===== src/rtl/wbdc_pkg.sv =====
// Shared types, constants and data-lane helpers for the write-back data cache.
`timescale 1ns / 1ps
package wbdc_pkg;

	localparam int AddrW      = 16;
	localparam int DataW      = 32;
	localparam int PolicyW    = 6;
	localparam int PolicyIdxW = 3;
	localparam int LfsrW      = 32;
	localparam int LfsrTapHigh = 31;
	localparam int LfsrTapMid  = 21;
	localparam int LatW       = 4;
	localparam int ApbAddrW   = 4;

	localparam int DefWays      = 4;
	localparam int DefSets      = 64;
	localparam int DefLineWords = 4;
	localparam int DefMemWords  = 16384;

	localparam int QueueDepth = 2;
	localparam int QPtrW      = $clog2(QueueDepth);
	localparam int QCntW      = $clog2(QueueDepth + 1);

	localparam logic [1:0] RegReadLatency  = 2'd0;
	localparam logic [1:0] RegWriteLatency = 2'd1;
	localparam logic [1:0] RegReplaceMode  = 2'd2;

	localparam logic [LatW-1:0] ResetReadLatency  = 4'd2;
	localparam logic [LatW-1:0] ResetWriteLatency = 4'd2;

	localparam logic [1:0] ModeWayZero = 2'd0;
	localparam logic [1:0] ModeFifo    = 2'd1;
	localparam logic [1:0] ModeLru     = 2'd2;
	localparam logic [1:0] ModeRandom  = 2'd3;

	localparam logic [1:0] SizeByte = 2'd0;
	localparam logic [1:0] SizeHalf = 2'd1;

	typedef struct packed {
		logic             cache_enable;
		logic             write_request;
		logic [1:0]       access_size;
		logic             sign_extend;
		logic [AddrW-1:0] byte_address;
		logic [DataW-1:0] store_value;
	} request_t;

	typedef struct packed {
		logic [DataW-1:0] load_value;
		logic             access_done;
	} result_t;

	typedef struct packed {
		logic [LatW-1:0] read_latency;
		logic [LatW-1:0] write_latency;
		logic [1:0]      replacement_mode;
	} cfg_t;

	typedef enum logic [2:0] {
		PH_IDLE          = 3'd0,
		PH_STORE_CONTROL = 3'd1,
		PH_STORE_DATA    = 3'd2,
		PH_FIRST_WB      = 3'd3,
		PH_WB            = 3'd4,
		PH_FETCH         = 3'd5
	} phase_t;

	typedef enum logic [2:0] {
		M_CLEAR,
		M_IDLE,
		M_LOOK,
		M_DATA,
		M_HOLD_LINE,
		M_HOLD_MEM
	} micro_t;

	function automatic logic [DataW-1:0] load_format(input logic [DataW-1:0] w,
			input logic [1:0] lane, input logic [1:0] size, input logic sgn);
		logic [7:0]  b;
		logic [15:0] h;
		logic [DataW-1:0] r;
		b = w[{lane, 3'b000} +: 8];
		h = lane[1] ? w[31:16] : w[15:0];
		unique case (size)
			SizeByte: r = {{24{sgn & b[7]}}, b};
			SizeHalf: r = {{16{sgn & h[15]}}, h};
			default:  r = w;
		endcase
		return r;
	endfunction

	function automatic logic [DataW-1:0] store_merge(input logic [DataW-1:0] w,
			input logic [1:0] lane, input logic [1:0] size, input logic [DataW-1:0] v);
		logic [DataW-1:0] r;
		r = w;
		unique case (size)
			SizeByte: r[{lane, 3'b000} +: 8] = v[7:0];
			SizeHalf: r[{lane[1], 4'b0000} +: 16] = v[15:0];
			default:  r = v;
		endcase
		return r;
	endfunction

endpackage


===== src/rtl/wbdc_front.sv =====
// Request queue in front of the cache engine.
`timescale 1ns / 1ps
module wbdc_front (
	input  logic                clk,
	input  logic                arst_n,
	input  logic                start,
	output logic                busy,
	input  wbdc_pkg::request_t  request,
	output logic                item_valid,
	output wbdc_pkg::request_t  item,
	input  logic                item_pop
);

	wbdc_pkg::request_t             q_mem_q [wbdc_pkg::QueueDepth];
	logic [wbdc_pkg::QPtrW-1:0]     wr_q, rd_q;
	logic [wbdc_pkg::QCntW-1:0]     count_q;
	logic                           push;

	assign busy       = (count_q == wbdc_pkg::QCntW'(wbdc_pkg::QueueDepth));
	assign push       = start && !busy;
	assign item_valid = (count_q != '0);
	assign item       = q_mem_q[rd_q];

	always_ff @(posedge clk) begin
		if (push) q_mem_q[wr_q] <= request;
	end

	always_ff @(posedge clk or negedge arst_n) begin
		if (!arst_n) begin
			wr_q    <= '0;
			rd_q    <= '0;
			count_q <= '0;
		end else begin
			if (push) wr_q <= wr_q + 1'b1;
			if (item_pop) rd_q <= rd_q + 1'b1;
			count_q <= count_q + wbdc_pkg::QCntW'(push) - wbdc_pkg::QCntW'(item_pop);
		end
	end

endmodule


===== config.mk =====
export PLATFORM = sky130hd
export DESIGN_NAME = wbdc_front
export DESIGN_NICKNAME = d
export VERILOG_FILES = /design/src/rtl/wbdc_pkg.sv /design/src/rtl/wbdc_front.sv
export SDC_FILE = /design/constraint.sdc
export NUM_CORES = 1
export LEC_CHECK = 0
export BUFFER_PORTS_ARGS = -buffer_cell sky130_fd_sc_hd__buf_4
export CORE_ASPECT_RATIO = 0.8
export CORE_MARGIN = 8
export CORE_UTILIZATION = 50
export DETAILED_ROUTE_END_ITERATION = 6
export PLACE_DENSITY_LB_ADDON = 0.15
export SYNTH_ARGS = -nofsm -noshare
export SYNTH_HDL_FRONTEND = slang
export SYNTH_SLANG_ARGS = --single-unit

===== constraint.sdc =====
create_clock -name clk -period 7 [get_ports clk]
set_clock_uncertainty 0.05 [all_clocks]
set_input_delay 1.4 -clock clk [delete_from_list [all_inputs] [get_ports clk]]
set_output_delay 1.4 -clock clk [all_outputs]
set_load 0.05 [all_outputs]

Word-level counts from Yosys, hierarchy flattened
Memory sizes are Yosys's and may differ from the RTL's.
Cells that the tools add are included.
{"block": "op_classes", "eq_ne": 1, "n_reduce_logical": 3, "mux": 2, "n_addsub": 4}
{"cell": "$add 1x1->1 const B", "count": 2}
{"cell": "$add 2x1->2", "count": 1}
{"cell": "$eq 2x2->1 const B", "count": 1}
{"cell": "$mux 1", "count": 2}
{"cell": "$reduce_bool 2->1", "count": 1}
{"cell": "$sub 2x1->2", "count": 1}
{"cell": "$logic_and 1x1->1", "count": 1}
{"cell": "$logic_not 1->1", "count": 1}
{"block": "totals", "in_bits": 57, "reg_bits": 4, "memories": 1, "mem_bits_rw": 106, "output_inout_bits": 55}
{"name": "q_mem_q", "words": 2, "width": 53, "rd": 1, "rd_ports_with_merged_regs": 0, "write_ports": 1, "line_no": "wbdc_front.sv:14", "text": "wbdc_pkg::request_t q_mem_q [wbdc_pkg::QueueDepth];"}

Depth between registers and ports, before layout
Gate-level depths: netlist of the first run.
{"block": "depth", "depth_word": 5, "mapped_depth": 7}

Least setup slack after synthesis of the first run
No wires, ideal clock.
{"block": "synth_path", "kind": "input-to-reg", "start": "input start", "end": "memory q_mem_q[0][0] (netlist name), enable pin", "stages": 2, "setup_slack_ns": 2.771, "t_arrival_ns": 3.715, "setup_ns": 0.464, "path_buffers": 0, "path_cell_list": "nand2_1 > nor2_1"}
{"block": "synth_via", "elab_chain_cells": 3}
{"element": "start: declaration", "line_no": "wbdc_front.sv:6", "text": "input logic start,"}
{"element": "$logic_and 1x1->1", "line_no": "wbdc_front.sv:20", "text": "assign push = start && !busy;"}
{"element": "$mux 1", "line_no": "wbdc_front.sv:25", "text": "if (push) q_mem_q[wr_q] <= request;"}
{"element": "$mux 1 (not written as such)", "line_no": "wbdc_front.sv:25"}
{"element": "end: declaration", "line_no": "wbdc_front.sv:14"}
No other way between the ends.

==> summary.txt, run 1 <==
Run status
  • Outcome: finished, final reports clean

Layout
  • Most common cell after layout, fill and taps aside: buf_4
  • Most frequent cells in the layout: buf_4 (113), edfxtp_1 (106), mux2_4 (49)
  • # fillers: 616
  • N_diodes: 0
  • Final net count: 359
  • Share of cells above drive strength 1: 60.0%
  • Area grow syn2layout: 24.7%

Detailed routing
  • Vias per Instance: 4.74
  • Antenna Nets Post-Route: 0
  • Initial DRC count: 62
  • DRT Pass-1 Iters: 4
  • Vias: 1977
  • WL/cell: 17.3 µm
  • Routed WL: 7.22 mm
  • DRC: 0

STA
  • Final-report hold violation count: 0
  • Tmin final: 3.53 ns
  • Final WS setup: 3.47 ns
  • RSZ-0062 raised after global routing: no
  • Final setup fails: 0
  • Sum Neg Setup Slack: 0 ns
  • Worst Tran Pin Value: 1.00 ns
  • Max-slew headroom: 33.1%
  • Final Max Slew Viols: 0
  • FMAX: 0.283 GHz
  • Final Cycle Share: 50.5%

Critical path
  • Reg2Reg Depth: 4
  • Worst setup EP type: primary output
  • CP Class: register to primary output
  • Worst EP arrival: 2.08 ns
  • CP max FO: 54
  • Startpoint types: register
  • Required time of the critical path: 5.55 ns

Yosys
  • Sequential area share after synthesis: 76.9%
  • Syn_nets: 241
  • FF+latch count, synth: 110
  • Synth Area in Adders: 0.586%
  • Simple-gate area share of the yosys netlist: 0.615%
  • Largest family of logic cells by synthesized area: multiplexers
  • Syn Inst Count: 182
  • Complex-gate fraction of the synthesized area: 0%
  • Mux cell area share after synthesis: 18.3%
  • Syn Std Cell Area: 0.00427 mm²
  • Distinct cells, synth: 15
  • Warnings from Yosys: 0
  • XOR/XNOR share of the synthesized area: 0.821%
  • Post-Syn Area per Cell: 23.5 µm²

Global routing
  • Vias in the first global route: 2237
  • GRT Util Overall: 12.4%
  • Most crowded layer after global routing: met2
  • Met3 Use GR: 7.71%
  • Largest net degree at the start of global routing: 55
  • Met2 global-route usage: 20.6%
  • Grt ovf: 0
  • Initial antenna violation count: 0
  • Met1 Track Usage GR: 12.6%
  • First-pass GRT wire length: 11.2 mm

Place
  • DPL Wire Length: 4.86 mm
  • Port Buffer Count: 111
  • Post-Place Worst Slack: 3.82 ns
  • Routability Congestion: 0.693

Die
  • Die Span Y: 98.6 µm
  • CORE AREA: 0.00837 mm²
  • Die W: 119 µm
  • Cell Rows: 30
  • Ports: 112
  • Die ar.: 0.0118 mm²
  • Initial core utilization: 51.0%

CTS
  • Clk_lat worst skew: 0.35 ns
  • CTS tree: done
  • Clk slew on worst S/H paths: 0.09 ns
  • Setup Buffers After CTS: 0
  • CTS sink count: 110
  • Post-cts resize count: 0
  • Root Driver: clkbuf_8
  • Post-CTS Hold Buffers: 0
  • CTS buffer count: 9
  • Clk buf depth: 2
  • H-Tree Depth: 3

Power and ir drop
  • Logic pwr share: 46.4%
  • Switching Share: 41.0%
  • Reg power frac: 40.6%
  • Maximum vdd drop: 0.255 mV
  • PD cells: 472 mW/mm²
  • Clk pwr share: 12.9%
  • Psw: 0.00103 W
  • P_int: 0.00148 W
  • LEAKAGE: 2.12 nW

Min path
  • Hold path cells: 1
  • HP Class: register to register

Job
  • Max Cap Viol: 0
-- cells by family (layout without fill, tap and decap cells) --
kind of cell	count (synthesis)	after routing
flip-flops	110	110
AND/OR/NAND/NOR	5	5
multiplexers	53	53
adder cells (fa/ha/maj)	2	2
XOR/XNOR	4	4
buffers and inverters	8	131
-- synthesized netlist by cell type --
cell	count	share of area, %
ha_1	2	0.59
nand2_1	1	0.088
inv_1	2	0.18
xnor2_1	3	0.62
nand2b_1	1	0.15
mux2_2	4	1.1
or2_2	1	0.15
dfrtp_1	4	2.3
xor2_1	1	0.21
and3_1	1	0.15
buf_6	1	0.26
buf_12	5	2.3
nor2_1	1	0.088
mux2_4	49	17
edfxtp_1	106	75
-- worst paths after layout --
check	startpoint	end	slack, ns
worst max-delay path	rd_q	item[48]	3.47
worst min-delay path	count_q[1]	count_q[1]	0.46
worst max register to register	count_q[1]	q_mem_q[0][35]	4.87
worst min register to register	count_q[1]	count_q[1]	0.46
max in group asynchronous	arst_n	rd_q	6.00
min in group asynchronous	arst_n	count_q[1]	0.77
-- registers in the layout (all words and copies together), names as in the netlist --
register and flops:
wr_q 1, rd_q 1, count_q 2, q_mem_q 106
-- per-stage QoR --
| step | instances | power [W] | cell area, µm² | util (%) | hold WS [ns] |
|---|---|---|---|---|---|
| detailed placement | 401 | 0.00222 | 5160 | 61.6 | 0.438 |
| CTS | 417 | 0.00255 | 5330 | 63.6 | 0.459 |
| global placement | 401 | 0.00222 | 5160 | 61.6 | 0.436 |
| finish | 417 | 0.00251 | 5330 | 63.6 | 0.457 |
| floorplan | 182 | 0.00196 | 4270 | - | 0.410 |
| global route | 417 | 0.00262 | 5330 | 63.6 | 0.477 |
-- routing by layer --
layer  wire length [µm]  up-vias
li1                   -      939
met1               2890      958
met2               3480       74
met3                795        6
met4                 61        0
met5                  0        -
-- final cells by class --
class	instances	area (µm²)	share of cell area (%)
Clock inverter	4	31.3	0.587
Timing Repair Buffer	113	848	15.9
Clock buffer	12	135	2.54
Sequential cell	110	3290	61.7
Tap cell	112	140	2.63
Inverter	2	7.51	0.141
Multi-Input combinational cell	64	876	16.4
-- worst max-delay path: stages (launching register included) --
cell	delay, ns
dfrtp_4	1.10
mux2_2	0.43
buf_4	0.19
-- power by group through the flow --
stage	sequential, W	combinational (W)	clock [W]
global placement	0.00104	0.00118	0
floorplan	0.000952	0.00101	0
CTS	0.00103	0.00119	0.000339
detailed placement	0.00104	0.00118	0
global route	0.00104	0.00122	0.000356
finish	0.00102	0.00117	0.000325
Power figures use the tool's default switching activity.
==> run 2: changes to the inputs <==
- clock period: 7 -> 3.3 ns (I/O delays scaled with it)
==> run 2 against run 1 <==
Effect of this change: worst setup slack got worse by 2.9 ns; global-route usage grew 0.096 points; clock power rose to 2.6 times the previous value; critical path type unchanged.
==> summary.txt, run 2 (synthesized netlist as in run 1, its figures left out) <==
CTS
  • CTS buffer count: 9 (unchanged)
  • Post-cts resize count: 0 (unchanged)
  • Clk_lat worst skew: 0.36 ns (about the same)
  • CTS tree: done
  • Clk slew on worst S/H paths: 0.10 ns (about the same)
  • Post-CTS Hold Buffers: 0 (unchanged)
  • Setup Buffers After CTS: 0 (unchanged)
  • CTS sink count: 110 (unchanged)
  • Root Driver: clkbuf_8
  • Clk buf depth: 2 (unchanged)
  • H-Tree Depth: 3 (unchanged)

Power and ir drop
  • Maximum vdd drop: 0.633 mV (+150%)
  • LEAKAGE: 2.17 nW (+2.4%)
  • Tot Pwr: 0.00551 W (+120%)
  • PD cells: 1020 mW/mm² (+120%)

Layout
  • Most common cell after layout, fill and taps aside: buf_4
  • Design area: 0.00541 mm² (+1.6%)
  • N_diodes: 0 (unchanged)
  • Flip-flop count of the largest register after layout: 106 (unchanged)
  • Area grow syn2layout: 26.8%
  • Most frequent cells in the layout: buf_4 (113), edfxtp_1 (106), mux2_4 (49)
  • Most flop-heavy register: q_mem_q
  • Share of cells above drive strength 1: 61.2% (+1.2 points)
  • Largest registers: q_mem_q x106, count_q x2
  • Final net count: 361 (+0.56%)
  • Post-route core utilization: 64.6% (+1.0 points)

Critical path
  • CP Class: register to primary output
  • Startpoint types: register
  • Worst setup EP type: primary output
  • Required time of the critical path: 2.59 ns (-2.96 ns)
  • Crit. Startpoint: rd_q
  • CP max FO: 30 (-44%)
  • Worst EP arrival: 1.98 ns (-0.10 ns)
  • FF-to-FF Start: count_q[1]

Place
  • DPL Wire Length: 5.16 mm (+6.1%)
  • Post-DP Area: 0.00520 mm² (+0.78%)
  • Port Buffer Count: 111 (unchanged)
  • Routability Congestion: 0.671 (-3.2%)
  • Post-Place Worst Slack: 1.01 ns (-2.81 ns)

STA
  • Sum Neg Setup Slack: 0 ns (unchanged)
  • Final Cycle Share: 81.4%
  • FMAX: 0.372 GHz
  • Max-slew headroom: 57.4% (+24 points)
  • Final Max Slew Viols: 0 (unchanged)
  • Tmin final: 2.69 ns
  • Final WS setup: 0.614 ns (-2.85 ns)
  • Worst Tran Pin Value: 0.639 ns (-0.365 ns)
  • Final setup fails: 0 (unchanged)
  • RSZ-0062 raised after global routing: no
  • Final-report hold violation count: 0 (unchanged)

Global routing
  • Met3 Use GR: 5.89% (-1.8 points)
  • First-pass GRT wire length: 11.4 mm (+2.3%)
  • Vias in the first global route: 2205 (-1.4%)
  • GRT Util Overall: 12.5% (+0.096 points)
  • Initial antenna violation count: 0 (unchanged)
  • Largest net degree at the start of global routing: 31 (-44%)
  • Most crowded layer after global routing: met2
  • Met2 global-route usage: 20.4% (-0.17 points)
  • Met1 Track Usage GR: 14.4% (+1.7 points)
  • Grt ovf: 0 (unchanged)

Detailed routing
  • Vias per Instance: 4.76 (+0.33%)
  • WL/cell: 17.6 µm (+1.8%)
  • Initial DRC count: 95 (+53%)
  • Vias: 1993 (+0.81%)
  • DRC: 0 (unchanged)
  • DRT Pass-1 Iters: 4 (unchanged)
  • Routed WL: 7.39 mm (+2.3%)
  • Antenna Nets Post-Route: 0 (unchanged)

Die
  • Cell Rows: 30 (unchanged)
  • Initial core utilization: 51.0% (unchanged)
  • Die Span Y: 98.6 µm (unchanged)
  • Die ar.: 0.0118 mm² (unchanged)
  • Die W: 119 µm (unchanged)
  • CORE AREA: 0.00837 mm² (unchanged)
  • Ports: 112 (unchanged)

Run status
  • Outcome: finished, final reports clean

Job
  • Max Cap Viol: 0 (unchanged)

Min path
  • HP Class: primary input to async pin
[run 2: where the power goes]
part / switching [W] / internal [W] / total (W)
logic: 0.00163 / 0.000980 / 0.00261
clock network: 0.000461 / 0.000369 / 0.000831
registers: 0.000162 / 0.00191 / 0.00207
total: 0.00225 / 0.00326 / 0.00551
[run 2: layout make-up]
cell class	instances	area (µm²)
Multi-Input combinational cell	64	876
Clock buffer	9	124
Tap cell	112	140
Sequential cell	110	3290
Clock inverter	7	88.8
Fill cell	579	2960
Inverter	2	7.51
Timing Repair Buffer	115	888
[run 2: through the flow]
stage	hold WS, ns	std cells
3_5_place_dp	0.417	403
3_3_place_gp	0.413	403
4_1_cts	0.0132	419
6_report	0.0278	419
5_1_grt	0.00459	419
2_1_floorplan	0.314	182
[run 2: layer usage]
metal / up-vias / wire, µm
li1: 948 / -
met1: 965 / 3160
met2: 74 / 3530
met3: 6 / 603
met4: 0 / 93
met5: - / 0
[run 2: path summary, 6_finish.rpt]
path                                  endpoint  slack (ns)  depth (start not counted)
worst max register to register   q_mem_q[1][2]        1.49                          3
max in group asynchronous                 rd_q        3.05                          1
worst min register to register      count_q[1]        0.47                          1
worst min-delay path                      wr_q        0.03                          1
worst max-delay path                  item[32]        0.61                          3
min in group clk                q_mem_q[0][19]        0.42                          1
[run 2: critical path, cell delays in order, from the launching register on]
cell and delay, ns:
dfrtp_4 0.74, buf_12 0.31, mux2_4 0.34, buf_4 0.19
==> run 3: changes to the inputs <==
- clock period: 3.3 -> 2.75 ns (I/O delays scaled with it)
==> run 3 against run 2 <==
Effect of this change: register-to-register slack got worse by 0.42 ns; count of clock-buffer cells in the layout rose by 3; sequential cell count did not move; routed wire length rose by 2.7%; clock power fell by 1%; sequential share of layout area rose by 0.28 points; utilization fell by 0.30 points; critical path type unchanged.
==> summary.txt, run 3 (synthesized netlist as in run 1, its figures left out) <==
Run status
  • Outcome: finished, final reports clean

Power and ir drop
  • Logic pwr share: 48.9% (+1.6 points)
  • LEAKAGE: 2.15 nW (-0.88%)
  • PD cells: 1200 mW/mm² (+18%)
  • Reg power frac: 38.4% (+0.8 points)
  • P_int: 0.00382 W (+17%)
  • Clk pwr share: 12.7% (-2.4 points)
  • Switching Share: 40.9% (about the same)
  • Maximum vdd drop: 0.847 mV (+34%)
  • Psw: 0.00264 W (+17%)

Die
  • Die W: 119 µm (unchanged)
  • CORE AREA: 0.00837 mm² (unchanged)
  • Die Span Y: 98.6 µm (unchanged)
  • Initial core utilization: 51.0% (unchanged)
  • Die ar.: 0.0118 mm² (unchanged)
  • Cell Rows: 30 (unchanged)
  • Ports: 112 (unchanged)

STA
  • Final Cycle Share: 91.1%
  • Sum Neg Setup Slack: 0 ns (unchanged)
  • FMAX: 0.399 GHz
  • Max-slew headroom: 73.3% (+16 points)
  • RSZ-0062 raised after global routing: no
  • Tmin final: 2.50 ns
  • Final Max Slew Viols: 0 (unchanged)
  • Final-report hold violation count: 0 (unchanged)
  • Worst Tran Pin Value: 0.400 ns (-0.238 ns)
  • Final setup fails: 0 (unchanged)

Detailed routing
  • Initial DRC count: 89 (-6.3%)
  • Vias: 2004 (+0.55%)
  • Vias per Instance: 4.75 (-0.16%)
  • WL/cell: 18.0 µm (+2.0%)
  • DRC: 0 (unchanged)
  • Routed WL: 7.58 mm (+2.7%)
  • Antenna Nets Post-Route: 0 (unchanged)
  • DRT Pass-1 Iters: 4 (unchanged)

Critical path
  • CP Class: register to primary output
  • Crit path max-delay cell type: dfrtp_4
  • Worst EP arrival: 1.90 ns (-0.08 ns)
  • Critical Path Max Stage Delay: 0.69 ns (-0.05 ns)
  • CP max FO: 21 (-30%)
  • Required time of the critical path: 2.15 ns (-0.44 ns)
  • Worst-path cell chain: buf_4, mux2_4, buf_4
  • Startpoint types: register
  • Most used cell, CP: buf_4
  • Worst setup EP type: primary output

CTS
  • CTS sink count: 110 (unchanged)
  • Clk buf depth: 2 (unchanged)
  • CTS tree: done
  • Post-cts resize count: 0 (unchanged)
  • CTS buffer count: 9 (unchanged)
  • Clk_lat worst skew: 0.35 ns (about the same)
  • H-Tree Depth: 3 (unchanged)
  • Setup Buffers After CTS: 0 (unchanged)
  • Root Driver: clkbuf_8
  • Clk slew on worst S/H paths: 0.10 ns (about the same)

Global routing
  • First-pass GRT wire length: 11.4 mm (-0.36%)
  • Vias in the first global route: 2153 (-2.4%)
  • Initial antenna violation count: 0 (unchanged)
  • GRT Util Overall: 12.6% (+0.16 points)
  • Largest net degree at the start of global routing: 45 (+45%)
  • Grt ovf: 0 (unchanged)

Layout
  • N_diodes: 0 (unchanged)
  • Most flop-heavy register: q_mem_q
  • Area grow syn2layout: 26.2%
  • Share of cells above drive strength 1: 60.3% (-0.92 points)
  • Most frequent cells in the layout: buf_4 (115), edfxtp_1 (106), mux2_4 (49)
  • Design area: 0.00539 mm² (-0.46%)
  • Largest registers: q_mem_q x106, count_q x2
  • Flip-flop count of the largest register after layout: 106 (unchanged)
  • # fillers: 608 (+5.0%)
  • Most common cell after layout, fill and taps aside: buf_4
  • Non-Filler Instances: 422 (+0.72%)
  • Final net count: 364 (+0.83%)

Place
  • DPL Wire Length: 5.29 mm (+2.5%)
  • Routability Congestion: 0.697 (+3.8%)
  • Dpl cells: 405 (+0.50%)
  • Post-DP Area: 0.00521 mm² (+0.29%)
  • Port Buffer Count: 111 (unchanged)

Min path
  • HP Class: primary input to register

Job
  • Max Cap Viol: 0 (unchanged)
run 3: cell count changes in the layout (fill, tap and decap cells not counted):
cell	previous run	this run
bufinv_16	1	0
clkinvlp_4	1	3
clkinv_4	2	0
clkinv_2	0	1
buf_4	113	115
dlygate4sd3_1	0	1
clkbuf_1	0	3
inv_8	3	0
run 3: final cells by class:
type                            count  area, µm²  area share (%)
Timing Repair Buffer              118        913            17.0
Multi-Input combinational cell     64        876            16.3
Clock buffer                       12        135            2.51
Inverter                            2       7.51           0.139
Clock inverter                      4       27.5           0.511
Tap cell                          112        140            2.60
Sequential cell                   110       3290            61.0
run 3: path summary, 6_finish.rpt:
check                                 endpoint   startpoint  slack, ns  cells past startpoint
worst max-delay path                  item[24]         rd_q       0.25                      3
worst min-delay path            q_mem_q[0][13]  request[13]       0.32                      1
worst max register to register  q_mem_q[0][30]   count_q[1]       1.07                      4
worst min register to register      count_q[1]   count_q[1]       0.46                      1
max in group asynchronous                 rd_q       arst_n       2.06                      2
min in group asynchronous                 rd_q       arst_n       0.47                      2
run 3: layer usage:
layer,vias up,wire length (µm),GRT usage (%)
li1,950,-,-
met1,979,3200,14.7
met2,68,3780,20.7
met3,7,543,5.89
met4,0,52,3.45
met5,-,0,0
run 3: critical path: cells and delay by family, from the launching register on:
family / cells / cell delay, ns
buffers and inverters: 2 / 0.52
flip-flops: 1 / 0.69
multiplexers: 1 / 0.33
run 3: power by group through the flow:
stage	clock, W	sequential, W	combinational [W]
after floorplan	0	0.00242	0.00257
after global placement	0	0.00250	0.00319
after detailed placement	0	0.00252	0.00320
after CTS	0.000851	0.00248	0.00321
after global routing	0.000915	0.00251	0.00330
final	0.000821	0.00248	0.00316
run 3: metrics by stage:
stage               utilization (%)  hold slack, ns  power [W]  setup slack [ns]
detailed placement             62.3           0.300    0.00572             0.603
floorplan                         -           0.204    0.00498             0.254
CTS                            64.3           0.306    0.00654             0.203
global placement               62.3           0.301    0.00570             0.644
global route                   64.3           0.289    0.00673             0.145
finish                         64.3           0.323    0.00645             0.246
run 3: repair_timing:
action	in CTS	in global routing
setup endpoints to repair	0	0
hold buffers	1	0
hold endpoints to repair	4	0
